**config.mk**
```make
export PLATFORM = sky130hd
export DESIGN_NAME = modular_binomial_coefficient_top_flat
export DESIGN_NICKNAME = d
export VERILOG_FILES = /design/src/hw/rtl/mbc_pkg.sv /design/src/hw/rtl/mbc_if.sv /design/src/hw/rtl/modular_binomial_coefficient_top.sv /design/src/hw/rtl/mbc_mulmod.sv /design/src/flat_wrapper.sv
export SDC_FILE = /design/constraint.sdc
export NUM_CORES = 1
export LEC_CHECK = 0
export BUFFER_PORTS_ARGS = -buffer_cell sky130_fd_sc_hd__buf_4
export CAP_MARGIN = 20
export CORE_MARGIN = 10
export CORE_UTILIZATION = 55
export DETAILED_ROUTE_END_ITERATION = 12
export PLACE_DENSITY = 0.71
export SYNTH_ARGS = -nofsm -noshare
export SYNTH_HDL_FRONTEND = slang
export SYNTH_SLANG_ARGS = --single-unit
```
**constraint.sdc**
```tcl
create_clock -name clk -period 13.2 [get_ports clk]
set_input_delay 1.32 -clock clk [delete_from_list [all_inputs] [get_ports clk]]
set_output_delay 1.32 -clock clk [all_outputs]
set_load 0.03 [all_outputs]
```
**src/hw/rtl/mbc_pkg.sv**
```systemverilog
// Package for the modular binomial coefficient block: widths, reset value,
// sequencer state type and the request bundle of the shared modular multiplier.
// No dependencies.
`timescale 1ns / 1ps
`default_nettype none

package mbc_pkg;

  localparam int unsigned MOD_BITS     = 31;
  localparam int unsigned ARG_BITS_DEF = 20;
  localparam int unsigned MM_B_BITS    = 32;
  localparam int unsigned MM_BITS_CYC  = 2;
  localparam logic [MOD_BITS-1:0] MOD_RESET = 31'd1000000007;

  typedef enum logic [3:0] {
    S_IDLE,
    S_RED,
    S_MULN,
    S_MULD,
    S_PWSET,
    S_PWMUL,
    S_PWSQ,
    S_FIN,
    S_DONE
  } state_t;

  typedef struct packed {
    logic                 start;
    logic [MOD_BITS-1:0]  a;
    logic [MM_B_BITS-1:0] b;
  } mm_req_t;

endpackage

`default_nettype wire

```
**src/hw/rtl/mbc_if.sv**
```systemverilog
// Valid/ready channel interfaces of the modular binomial coefficient block.
// Depends on mbc_pkg.
`timescale 1ns / 1ps
`default_nettype none

interface mbc_in_if #(parameter int unsigned W = mbc_pkg::ARG_BITS_DEF);
  logic         valid;
  logic         ready;
  logic [W-1:0] n;
  logic [W-1:0] k;
  modport source (output valid, output n, output k, input ready);
  modport sink   (input valid, input n, input k, output ready);
endinterface

interface mbc_out_if;
  logic                         valid;
  logic                         ready;
  logic [mbc_pkg::MOD_BITS-1:0] value;
  modport source (output valid, output value, input ready);
  modport sink   (input valid, input value, output ready);
endinterface

interface mbc_cfg_if;
  logic                         valid;
  logic                         ready;
  logic [mbc_pkg::MOD_BITS-1:0] data;
  modport source (output valid, output data, input ready);
  modport sink   (input valid, input data, output ready);
endinterface

`default_nettype wire

```
**src/hw/rtl/modular_binomial_coefficient_top.sv**
```systemverilog
// Top level: C(n,k) mod p via falling product, k! and a Fermat inverse.
// Depends on mbc_pkg, mbc_if and mbc_mulmod.
//
//   channel  dir  payload            handshake
//   in_ch    in   n, k (ARG_BITS)    valid/ready
//   out_ch   out  value (31 bits)    valid/ready
//   cfg_ch   in   data -> modulus    valid/ready, always ready
//
// Each modular multiply runs on the one shared multiplier, in 16 steps of two
// bits of b. An item with n >= k takes 2k + 1 + bits(p-2) + ones(p-2) + 1
// multiplies plus control states; n < k or p < 2 goes straight to the done
// state and returns 0. One item at a time; in_ch.ready only in idle. A finished
// value waits in an output register, and the next item is taken while it waits.
// Reset sets the modulus to 1000000007.
`timescale 1ns / 1ps
`default_nettype none

module modular_binomial_coefficient_top #(
  parameter int unsigned ARG_BITS = mbc_pkg::ARG_BITS_DEF
) (
  input  wire logic   clk,
  input  wire logic   rst_n,
  mbc_in_if.sink      in_ch,
  mbc_out_if.source   out_ch,
  mbc_cfg_if.sink     cfg_ch
);

  localparam int unsigned MW = mbc_pkg::MOD_BITS;
  localparam int unsigned BW = mbc_pkg::MM_B_BITS;

  mbc_pkg::state_t state_r, state_nxt;

  logic [MW-1:0]       modulus_r;
  logic [ARG_BITS:0]   j_r;
  logic [ARG_BITS-1:0] cnt_r;
  logic [MW-1:0]       num_r, den_r, nmod_r, dmod_r;
  logic [MW-1:0]       e_r, acc_r, base_r, res_r;
  logic [MW-1:0]       out_value_r;
  logic                out_valid_r;
  logic                issued_r;

  mbc_pkg::mm_req_t    mm_req;
  logic                mm_done;
  logic [MW-1:0]       mm_result;

  logic                early_zero;
  logic                out_free;
  logic [MW:0]         ninc, dinc;

  assign early_zero = (modulus_r < MW'(2)) || (in_ch.n < in_ch.k);
  assign out_free   = !out_valid_r || out_ch.ready;
  assign ninc       = {1'b0, nmod_r} + 1'b1;
  assign dinc       = {1'b0, dmod_r} + 1'b1;

  mbc_mulmod u_mulmod (
    .clk    (clk),
    .rst_n  (rst_n),
    .p      (modulus_r),
    .req    (mm_req),
    .done   (mm_done),
    .result (mm_result)
  );

  // next state
  always_comb begin
    state_nxt = state_r;
    unique case (state_r)
      mbc_pkg::S_IDLE: begin
        if (in_ch.valid) begin
          state_nxt = early_zero ? mbc_pkg::S_DONE : mbc_pkg::S_RED;
        end
      end
      mbc_pkg::S_RED: begin
        if (issued_r && mm_done) begin
          state_nxt = (cnt_r == '0) ? mbc_pkg::S_PWSET : mbc_pkg::S_MULN;
        end
      end
      mbc_pkg::S_MULN: begin
        if (issued_r && mm_done) state_nxt = mbc_pkg::S_MULD;
      end
      mbc_pkg::S_MULD: begin
        if (issued_r && mm_done) begin
          state_nxt = (cnt_r == ARG_BITS'(1)) ? mbc_pkg::S_PWSET : mbc_pkg::S_MULN;
        end
      end
      mbc_pkg::S_PWSET: state_nxt = mbc_pkg::S_PWMUL;
      mbc_pkg::S_PWMUL: begin
        if (e_r == '0) begin
          state_nxt = mbc_pkg::S_FIN;
        end else if (!e_r[0] || (issued_r && mm_done)) begin
          state_nxt = mbc_pkg::S_PWSQ;
        end
      end
      mbc_pkg::S_PWSQ: begin
        if (issued_r && mm_done) state_nxt = mbc_pkg::S_PWMUL;
      end
      mbc_pkg::S_FIN: begin
        if (issued_r && mm_done) state_nxt = mbc_pkg::S_DONE;
      end
      mbc_pkg::S_DONE: begin
        if (out_free) state_nxt = mbc_pkg::S_IDLE;
      end
      default: state_nxt = mbc_pkg::S_IDLE;
    endcase
  end

  // outputs and multiplier requests
  always_comb begin
    in_ch.ready  = (state_r == mbc_pkg::S_IDLE);
    cfg_ch.ready = 1'b1;
    out_ch.valid = out_valid_r;
    out_ch.value = out_value_r;
    mm_req.start = 1'b0;
    mm_req.a     = base_r;
    mm_req.b     = BW'(base_r);
    unique case (state_r)
      mbc_pkg::S_RED: begin
        mm_req.start = !issued_r;
        mm_req.a     = MW'(1);
        mm_req.b     = BW'(j_r);
      end
      mbc_pkg::S_MULN: begin
        mm_req.start = !issued_r;
        mm_req.a     = num_r;
        mm_req.b     = BW'(nmod_r);
      end
      mbc_pkg::S_MULD: begin
        mm_req.start = !issued_r;
        mm_req.a     = den_r;
        mm_req.b     = BW'(dmod_r);
      end
      mbc_pkg::S_PWMUL: begin
        mm_req.start = !issued_r && e_r[0];
        mm_req.a     = acc_r;
        mm_req.b     = BW'(base_r);
      end
      mbc_pkg::S_PWSQ: begin
        mm_req.start = !issued_r;
      end
      mbc_pkg::S_FIN: begin
        mm_req.start = !issued_r;
        mm_req.a     = num_r;
        mm_req.b     = BW'(acc_r);
      end
      default: begin
        mm_req.start = 1'b0;
      end
    endcase
  end

  // control registers
  always_ff @(posedge clk) begin
    if (!rst_n) begin
      state_r     <= mbc_pkg::S_IDLE;
      modulus_r   <= mbc_pkg::MOD_RESET;
      out_valid_r <= 1'b0;
      issued_r    <= 1'b0;
    end else begin
      state_r <= state_nxt;
      if (cfg_ch.valid) begin
        modulus_r <= cfg_ch.data;
      end
      if (mm_req.start) begin
        issued_r <= 1'b1;
      end else if (mm_done) begin
        issued_r <= 1'b0;
      end
      if (state_r == mbc_pkg::S_DONE && out_free) begin
        out_valid_r <= 1'b1;
      end else if (out_ch.ready) begin
        out_valid_r <= 1'b0;
      end
    end
  end

  // datapath
  always_ff @(posedge clk) begin
    case (state_r)
      mbc_pkg::S_IDLE: begin
        j_r    <= {1'b0, in_ch.n} - {1'b0, in_ch.k} + 1'b1;
        cnt_r  <= in_ch.k;
        num_r  <= MW'(1);
        den_r  <= MW'(1);
        dmod_r <= MW'(1);
        res_r  <= '0;
      end
      mbc_pkg::S_RED: begin
        if (issued_r && mm_done) nmod_r <= mm_result;
      end
      mbc_pkg::S_MULN: begin
        if (issued_r && mm_done) num_r <= mm_result;
      end
      mbc_pkg::S_MULD: begin
        if (issued_r && mm_done) begin
          den_r  <= mm_result;
          cnt_r  <= cnt_r - 1'b1;
          nmod_r <= (ninc == {1'b0, modulus_r}) ? '0 : ninc[MW-1:0];
          dmod_r <= (dinc == {1'b0, modulus_r}) ? '0 : dinc[MW-1:0];
        end
      end
      mbc_pkg::S_PWSET: begin
        e_r    <= modulus_r - MW'(2);
        acc_r  <= MW'(1);
        base_r <= den_r;
      end
      mbc_pkg::S_PWMUL: begin
        if (issued_r && mm_done) acc_r <= mm_result;
      end
      mbc_pkg::S_PWSQ: begin
        if (issued_r && mm_done) begin
          base_r <= mm_result;
          e_r    <= e_r >> 1;
        end
      end
      mbc_pkg::S_FIN: begin
        if (issued_r && mm_done) res_r <= mm_result;
      end
      mbc_pkg::S_DONE: begin
        if (out_free) out_value_r <= res_r;
      end
      default: begin
        res_r <= res_r;
      end
    endcase
  end

  a_done_requested : assert property (@(posedge clk) disable iff (!rst_n)
    mm_done |-> issued_r)
    else $error("multiplier result without a request");

  a_valid_modulus : assert property (@(posedge clk) disable iff (!rst_n)
    (state_r == mbc_pkg::S_RED) |-> (modulus_r >= MW'(2)))
    else $error("product loop entered with modulus below two");

  a_out_in_range : assert property (@(posedge clk) disable iff (!rst_n)
    $rose(out_valid_r) |-> (out_value_r < modulus_r) || (out_value_r == '0))
    else $error("result not reduced");

endmodule

`default_nettype wire

```
**src/hw/rtl/mbc_mulmod.sv**
```systemverilog
// Shared modular multiplier: a * b mod p, interleaved shift-add-reduce,
// MM_BITS_CYC bits of b per cycle, requires a < p. Depends on mbc_pkg.
`timescale 1ns / 1ps
`default_nettype none

module mbc_mulmod (
  input  wire logic                         clk,
  input  wire logic                         rst_n,
  input  wire logic [mbc_pkg::MOD_BITS-1:0] p,
  input  wire mbc_pkg::mm_req_t             req,
  output logic                              done,
  output logic [mbc_pkg::MOD_BITS-1:0]      result
);

  localparam int unsigned MW    = mbc_pkg::MOD_BITS;
  localparam int unsigned BW    = mbc_pkg::MM_B_BITS;
  localparam int unsigned TW    = MW + 3;
  localparam int unsigned ITERS = BW / mbc_pkg::MM_BITS_CYC;
  localparam int unsigned CW    = $clog2(ITERS + 1);

  logic [MW-1:0] acc_r, acc_nxt;
  logic [MW-1:0] a_r;
  logic [BW-1:0] b_r, b_nxt;
  logic [CW-1:0] cnt_r;
  logic          busy_r;
  logic          done_r;

  always_comb begin
    logic [TW-1:0] t_v;
    logic [TW-1:0] t1_v;
    logic [TW-1:0] t2_v;
    acc_nxt = acc_r;
    b_nxt   = b_r;
    for (int i = 0; i < int'(mbc_pkg::MM_BITS_CYC); i++) begin
      t_v  = {2'b00, acc_nxt, 1'b0} + (b_nxt[BW-1] ? TW'(a_r) : '0);
      t1_v = t_v - TW'(p);
      t2_v = t_v - TW'({p, 1'b0});
      if (!t2_v[TW-1]) begin
        acc_nxt = t2_v[MW-1:0];
      end else if (!t1_v[TW-1]) begin
        acc_nxt = t1_v[MW-1:0];
      end else begin
        acc_nxt = t_v[MW-1:0];
      end
      b_nxt = {b_nxt[BW-2:0], 1'b0};
    end
  end

  always_ff @(posedge clk) begin
    if (!rst_n) begin
      busy_r <= 1'b0;
      done_r <= 1'b0;
      cnt_r  <= '0;
    end else begin
      done_r <= 1'b0;
      if (req.start) begin
        busy_r <= 1'b1;
        cnt_r  <= CW'(ITERS);
      end else if (busy_r) begin
        cnt_r <= cnt_r - 1'b1;
        if (cnt_r == CW'(1)) begin
          busy_r <= 1'b0;
          done_r <= 1'b1;
        end
      end
    end
  end

  always_ff @(posedge clk) begin
    if (req.start) begin
      acc_r <= '0;
      a_r   <= req.a;
      b_r   <= req.b;
    end else if (busy_r) begin
      acc_r <= acc_nxt;
      b_r   <= b_nxt;
    end
  end

  assign done   = done_r;
  assign result = acc_r;

  a_no_restart : assert property (@(posedge clk) disable iff (!rst_n)
    req.start |-> !busy_r)
    else $error("multiplier started while busy");

  a_done_idle : assert property (@(posedge clk) disable iff (!rst_n)
    done_r |-> !busy_r && $past(busy_r))
    else $error("done without a finished operation");

  a_rose_start : assert property (@(posedge clk) disable iff (!rst_n)
    $rose(busy_r) |-> $past(req.start))
    else $error("multiplier busy without a start");

endmodule

`default_nettype wire
```
**src/flat_wrapper.sv**
```systemverilog
// flat-port wrapper written by rule: the top's interface ports become plain ports
module modular_binomial_coefficient_top_flat 
#(
  parameter int unsigned ARG_BITS = mbc_pkg::ARG_BITS_DEF
)
  (clk, rst_n, in_ch_valid, in_ch_n, in_ch_k, in_ch_ready, out_ch_valid, out_ch_value, out_ch_ready, cfg_ch_valid, cfg_ch_data, cfg_ch_ready);
  mbc_in_if in_ch_i ();
  mbc_out_if out_ch_i ();
  mbc_cfg_if cfg_ch_i ();
  input  wire logic clk;
  input  wire logic rst_n;
  input wire logic [$bits(in_ch_i.valid)-1:0] in_ch_valid;
  input wire logic [$bits(in_ch_i.n)-1:0] in_ch_n;
  input wire logic [$bits(in_ch_i.k)-1:0] in_ch_k;
  output wire logic [$bits(in_ch_i.ready)-1:0] in_ch_ready;
  output wire logic [$bits(out_ch_i.valid)-1:0] out_ch_valid;
  output wire logic [$bits(out_ch_i.value)-1:0] out_ch_value;
  input wire logic [$bits(out_ch_i.ready)-1:0] out_ch_ready;
  input wire logic [$bits(cfg_ch_i.valid)-1:0] cfg_ch_valid;
  input wire logic [$bits(cfg_ch_i.data)-1:0] cfg_ch_data;
  output wire logic [$bits(cfg_ch_i.ready)-1:0] cfg_ch_ready;
  assign in_ch_i.valid = in_ch_valid;
  assign in_ch_i.n = in_ch_n;
  assign in_ch_i.k = in_ch_k;
  assign in_ch_ready = in_ch_i.ready;
  assign out_ch_valid = out_ch_i.valid;
  assign out_ch_value = out_ch_i.value;
  assign out_ch_i.ready = out_ch_ready;
  assign cfg_ch_i.valid = cfg_ch_valid;
  assign cfg_ch_i.data = cfg_ch_data;
  assign cfg_ch_ready = cfg_ch_i.ready;
  modular_binomial_coefficient_top #(.ARG_BITS(ARG_BITS)) u_core (.clk(clk), .rst_n(rst_n), .in_ch(in_ch_i), .out_ch(out_ch_i), .cfg_ch(cfg_ch_i));
endmodule
```
==> run_results.csv <==
group,metric,value,unit
timing,final_min_period_over_clock_period,0.933,
clocking,tritoncts_clock_tree,"done",
synthesis,synth_enable_flop_cells,383,
timing,grt_setup_unrepaired,"false",
worst_setup_path,critPathLaunchType,"register",
worst_setup_path,worst-setup-path-type,"reg -> reg",
die,fp.dieArea,70000,sq um
drt,drtAntennaViolNets,0,
die,die_h,265,um
drt,drt_pre_antenna_iters,7,
synthesis,synth.yosys.seq_area_share,0.395,
global_route,gr-usage-all-layers,0.325,
clocking,cts.path.max_buffers,3,
global_route,grt-busiest-layer,"met2",
synthesis,yosysUniqueCellTypes,92,
timing,timing.final.setup_violations,0,
worst_setup_path,crit_arrival,12.84,ns
worst_setup_path,reg2reg_from,"u_core.u_mulmod.b_r[31]",
global_route,global_route.usage.met3,0.0794,
worst_setup_path,reg2reg_slack,0.88,ns
worst_hold_path,min-delay-start,"u_core.res_r[10]",
placed_design,place_ws,1.07,ns
finish,num-fill-cells,4903,
run,timing.max_cap.violations,0,
synthesis,synth_top_flop_cell,"edfxtp_1",
drt,wl_per_cell,27.1,um
drt,overall_routed_net_length,118000,um
global_route,grt_pass1_wl,173000,um
synthesis,share_of_yosys_cell_area_claimed_by_the_top_area_cell_type,0.350,
die,io_pins,110,
clocking,numCtsBuffers,51,
timing,holdWs,0.396,ns
global_route,antenna_found_initial,2,
finish,antenna_cells_inserted,0,
synthesis,netlist_instances,3469,
finish,drive_gt1_frac,0.0930,
die,dieWidth,265,um
drt,dr.first_iter.drc_count,3612,
timing,report.final.hold_viol_count,0,
clocking,ctsHtreeMaxLevel,2,
finish,finalNetCount,3863,
synthesis,ys_async_sr_fraction,0,
global_route,grtUsageMet2,0.478,
drt,via_per_inst,6.56,
finish,post-route-util,0.616,
timing,worst_slack,0.884,ns
worst_hold_path,min_path_cells,0,
placed_design,detailedPlacementHpwl,88000,um
timing,total_negative_setup_slack,0,ns
finish,area_delta_synth_final,10.8,%
timing,period_needed,12.32,ns
timing,worst_slew_pin_slew,1.12,ns
worst_setup_path,timing.rr.end,"u_core.u_mulmod.result[17]",
synthesis,synth_area,32900,sq um
worst_hold_path,hp-class,"reg -> reg",
synthesis,synth.ff_latch_count,458,
timing,worst_clock_skew,0.0417,ns
worst_setup_path,slowest_stage,"a2111oi_4",
timing,max_clock_freq,0.0812,GHz
worst_setup_path,cp_max_fo,17,
clocking,cts.clk_slew.worst_paths,0.07,ns
placed_design,gp_congestion,0.984,
timing,timing.final.max_slew_violations,0,
synthesis,synth_area_leader_cell,"edfxtp_1",
synthesis,synth_warnings,0,
die,start_util,0.556,
drt,vias,28600,
clocking,worstSkewPairLatency,0.63,ns
global_route,largest_net_degree_at_the_start_of_global_routing,92,
finish,multi_input_area,18800,sq um
synthesis,mean_instance_size_in_the_synthesized_netlist,9.48,sq um
synthesis,synth_top_cells_by_area,"edfxtp_1, ha_1, xnor2_1, dfxtp_1, nand2_1",
synthesis,syn_nets,3793,
clocking,clock-root-buffer,"clkbuf_16",
placed_design,io_buffer_count,108,
worst_setup_path,worst_setup_path_end_kind,"register",
global_route,grt.met1_usage,0.452,
global_route,gr-total-overflow,0,
die,fp.coreArea,59100,sq um
clocking,number_of_clock_sinks_seen_by_cts,458,
worst_setup_path,cpMostUsedCell,"a21oi_1",
finish,regArea,13000,sq um
worst_setup_path,reg2regPathDepth,43,
worst_setup_path,worst-endpoint-required,13.72,ns
timing,worst_slew_margin_rel,0.250,
status,outcome,"complete, no violations",
worst_setup_path,max_stage_delay,0.71,ns
global_route,via_count_of_the_first_global_routing_pass,27200,
worst_hold_path,holdPathEnd,"u_core.out_ch.value[10]",
die,placement_rows,89,
drt,drc,0,
-- registers in the layout, indices dropped and copies added (netlist names), 5 cells and up --
name / cells
u_core.acc_r: 31
u_core.base_r: 31
u_core.cnt_r: 20
u_core.den_r: 31
u_core.dmod_r: 31
u_core.e_r: 31
u_core.j_r: 21
u_core.modulus_r: 31
u_core.nmod_r: 31
u_core.num_r: 31
u_core.out_ch.value: 31
u_core.res_r: 31
u_core.u_mulmod.a_r: 31
u_core.u_mulmod.b_r: 32
u_core.u_mulmod.cnt_r: 5
u_core.u_mulmod.result: 31
-- cell usage after synthesis (6+ instances only) --
cell type,count
a211o_1,8
a211oi_1,49
a21boi_0,10
a21o_1,87
a21oi_1,209
a221oi_1,24
a222oi_1,42
a31o_2,7
a31oi_1,30
a32oi_1,9
a41oi_1,20
and2_1,157
and3_1,66
and4_1,8
clkbuf_1,135
dfxtp_1,75
edfxtp_1,383
fa_1,16
ha_1,232
inv_1,143
mux2_2,34
mux2i_1,46
nand2_1,312
nand2b_1,40
nand3_1,59
nand4_1,34
nor2_1,269
nor2b_1,44
nor3_1,66
nor3b_1,6
nor4_1,30
o2111ai_1,8
o211ai_1,40
o21a_1,49
o21ai_0,180
o21ai_1,39
o21bai_1,27
o221ai_1,6
o22ai_1,8
o31a_1,6
o31ai_1,8
or2_2,7
or3_1,12
xnor2_1,221
xor2_1,108
-- worst max-delay path: cells and delay by family (launching register included) --
kind            cells  cell delay [ns]
compound gates     24             5.96
xor+xnor            2             0.60
fa+ha+maj           4             1.40
buf+inv             1             0.30
flops               1             0.63
mux                 1             0.46
simple gates       11             2.86
-- through the flow --
stage          cell area (sq um)  std cells
4_1_cts                    36400       4353
5_1_grt                    36400       4354
3_3_place_gp               34600       4258
2_1_floorplan              32900       3469
3_5_place_dp               34600       4258
6_report                   36400       4354
-- layout make-up --
cell class,instances,area share
Clock buffer,54,0.0359
Clock inverter,41,0.0137
Inverter,148,0.0152
Multi-Input combinational cell,2714,0.517
Sequential cell,458,0.357
Tap cell,773,0.0265
Timing Repair Buffer,166,0.0348
-- cell families after synthesis --
family	count (synthesis)	synth area share
compound gates	924	0.189
xor+xnor	329	0.0876
fa+ha+maj	248	0.0980
buf+inv	297	0.0353
flops	458	0.395
mux	81	0.0263
other cells	1	0.000114
simple gates	1131	0.168
-- worst max path at each step --
stage                            start                    endpoint  slack (ns)
2_1_floorplan  u_core.u_mulmod.b_r[31]  u_core.u_mulmod.result[28]        3.38
6_report       u_core.u_mulmod.b_r[31]  u_core.u_mulmod.result[17]        0.88
3_3_place_gp   u_core.u_mulmod.b_r[31]  u_core.u_mulmod.result[17]        1.46
5_1_grt        u_core.u_mulmod.b_r[31]  u_core.u_mulmod.result[17]         0.1
4_1_cts        u_core.u_mulmod.b_r[31]  u_core.u_mulmod.result[17]         1.0
3_5_place_dp   u_core.u_mulmod.b_r[31]  u_core.u_mulmod.result[17]        1.07
-- layer usage --
layer  routed length, um  vias up
met5                  16        -
met4                5310        2
met3               14000      236
met2               49300     1581
met1               49400    13800
li1                    -    12900
-- what timing repair did --
action / CTS / global route
setup endpoints to repair: 0 / 2
setup buffers: 0 / 0
hold buffers: 0 / 0
gates resized for setup: 0 / 1
-- placed cells by master, fill, tap and decap left out, types with 9 or more instances in the layout --
master      netlist  routed
o211ai_1         40      40
and3_1           66      66
o21ai_0         180     178
xnor2_1         221     221
ha_1            232     232
o21bai_1         27      27
nand2b_1         40      39
a21o_1           87      87
a21boi_0         10       9
a31oi_1          30      30
mux2i_1          46      46
clkinvlp_4        0       9
a41oi_1          20      20
a21oi_1         209     208
a32oi_1           9       9
nand2_1         312     312
fa_1             16      16
or3_1            12      12
inv_1           143     142
clkinv_1          5      16
dfxtp_1          75      75
a222oi_1         42      42
nand4_1          34      34
bufinv_16         0      10
nor2b_1          44      43
a221oi_1         24      24
edfxtp_1        383     383
a211oi_1         49      47
mux2_2           34      34
nor4_1           30      30
nor3_1           66      64
xor2_1          108     108
nand3_1          59      58
o21ai_1          39      38
buf_4             3     165
clkbuf_16         0      51
and2_1          157     157
nor2_1          269     266
o21a_1           49      49
Power is not shown: default switching activity piles up to over one toggle a cycle in this logic, so the estimate is an artifact.
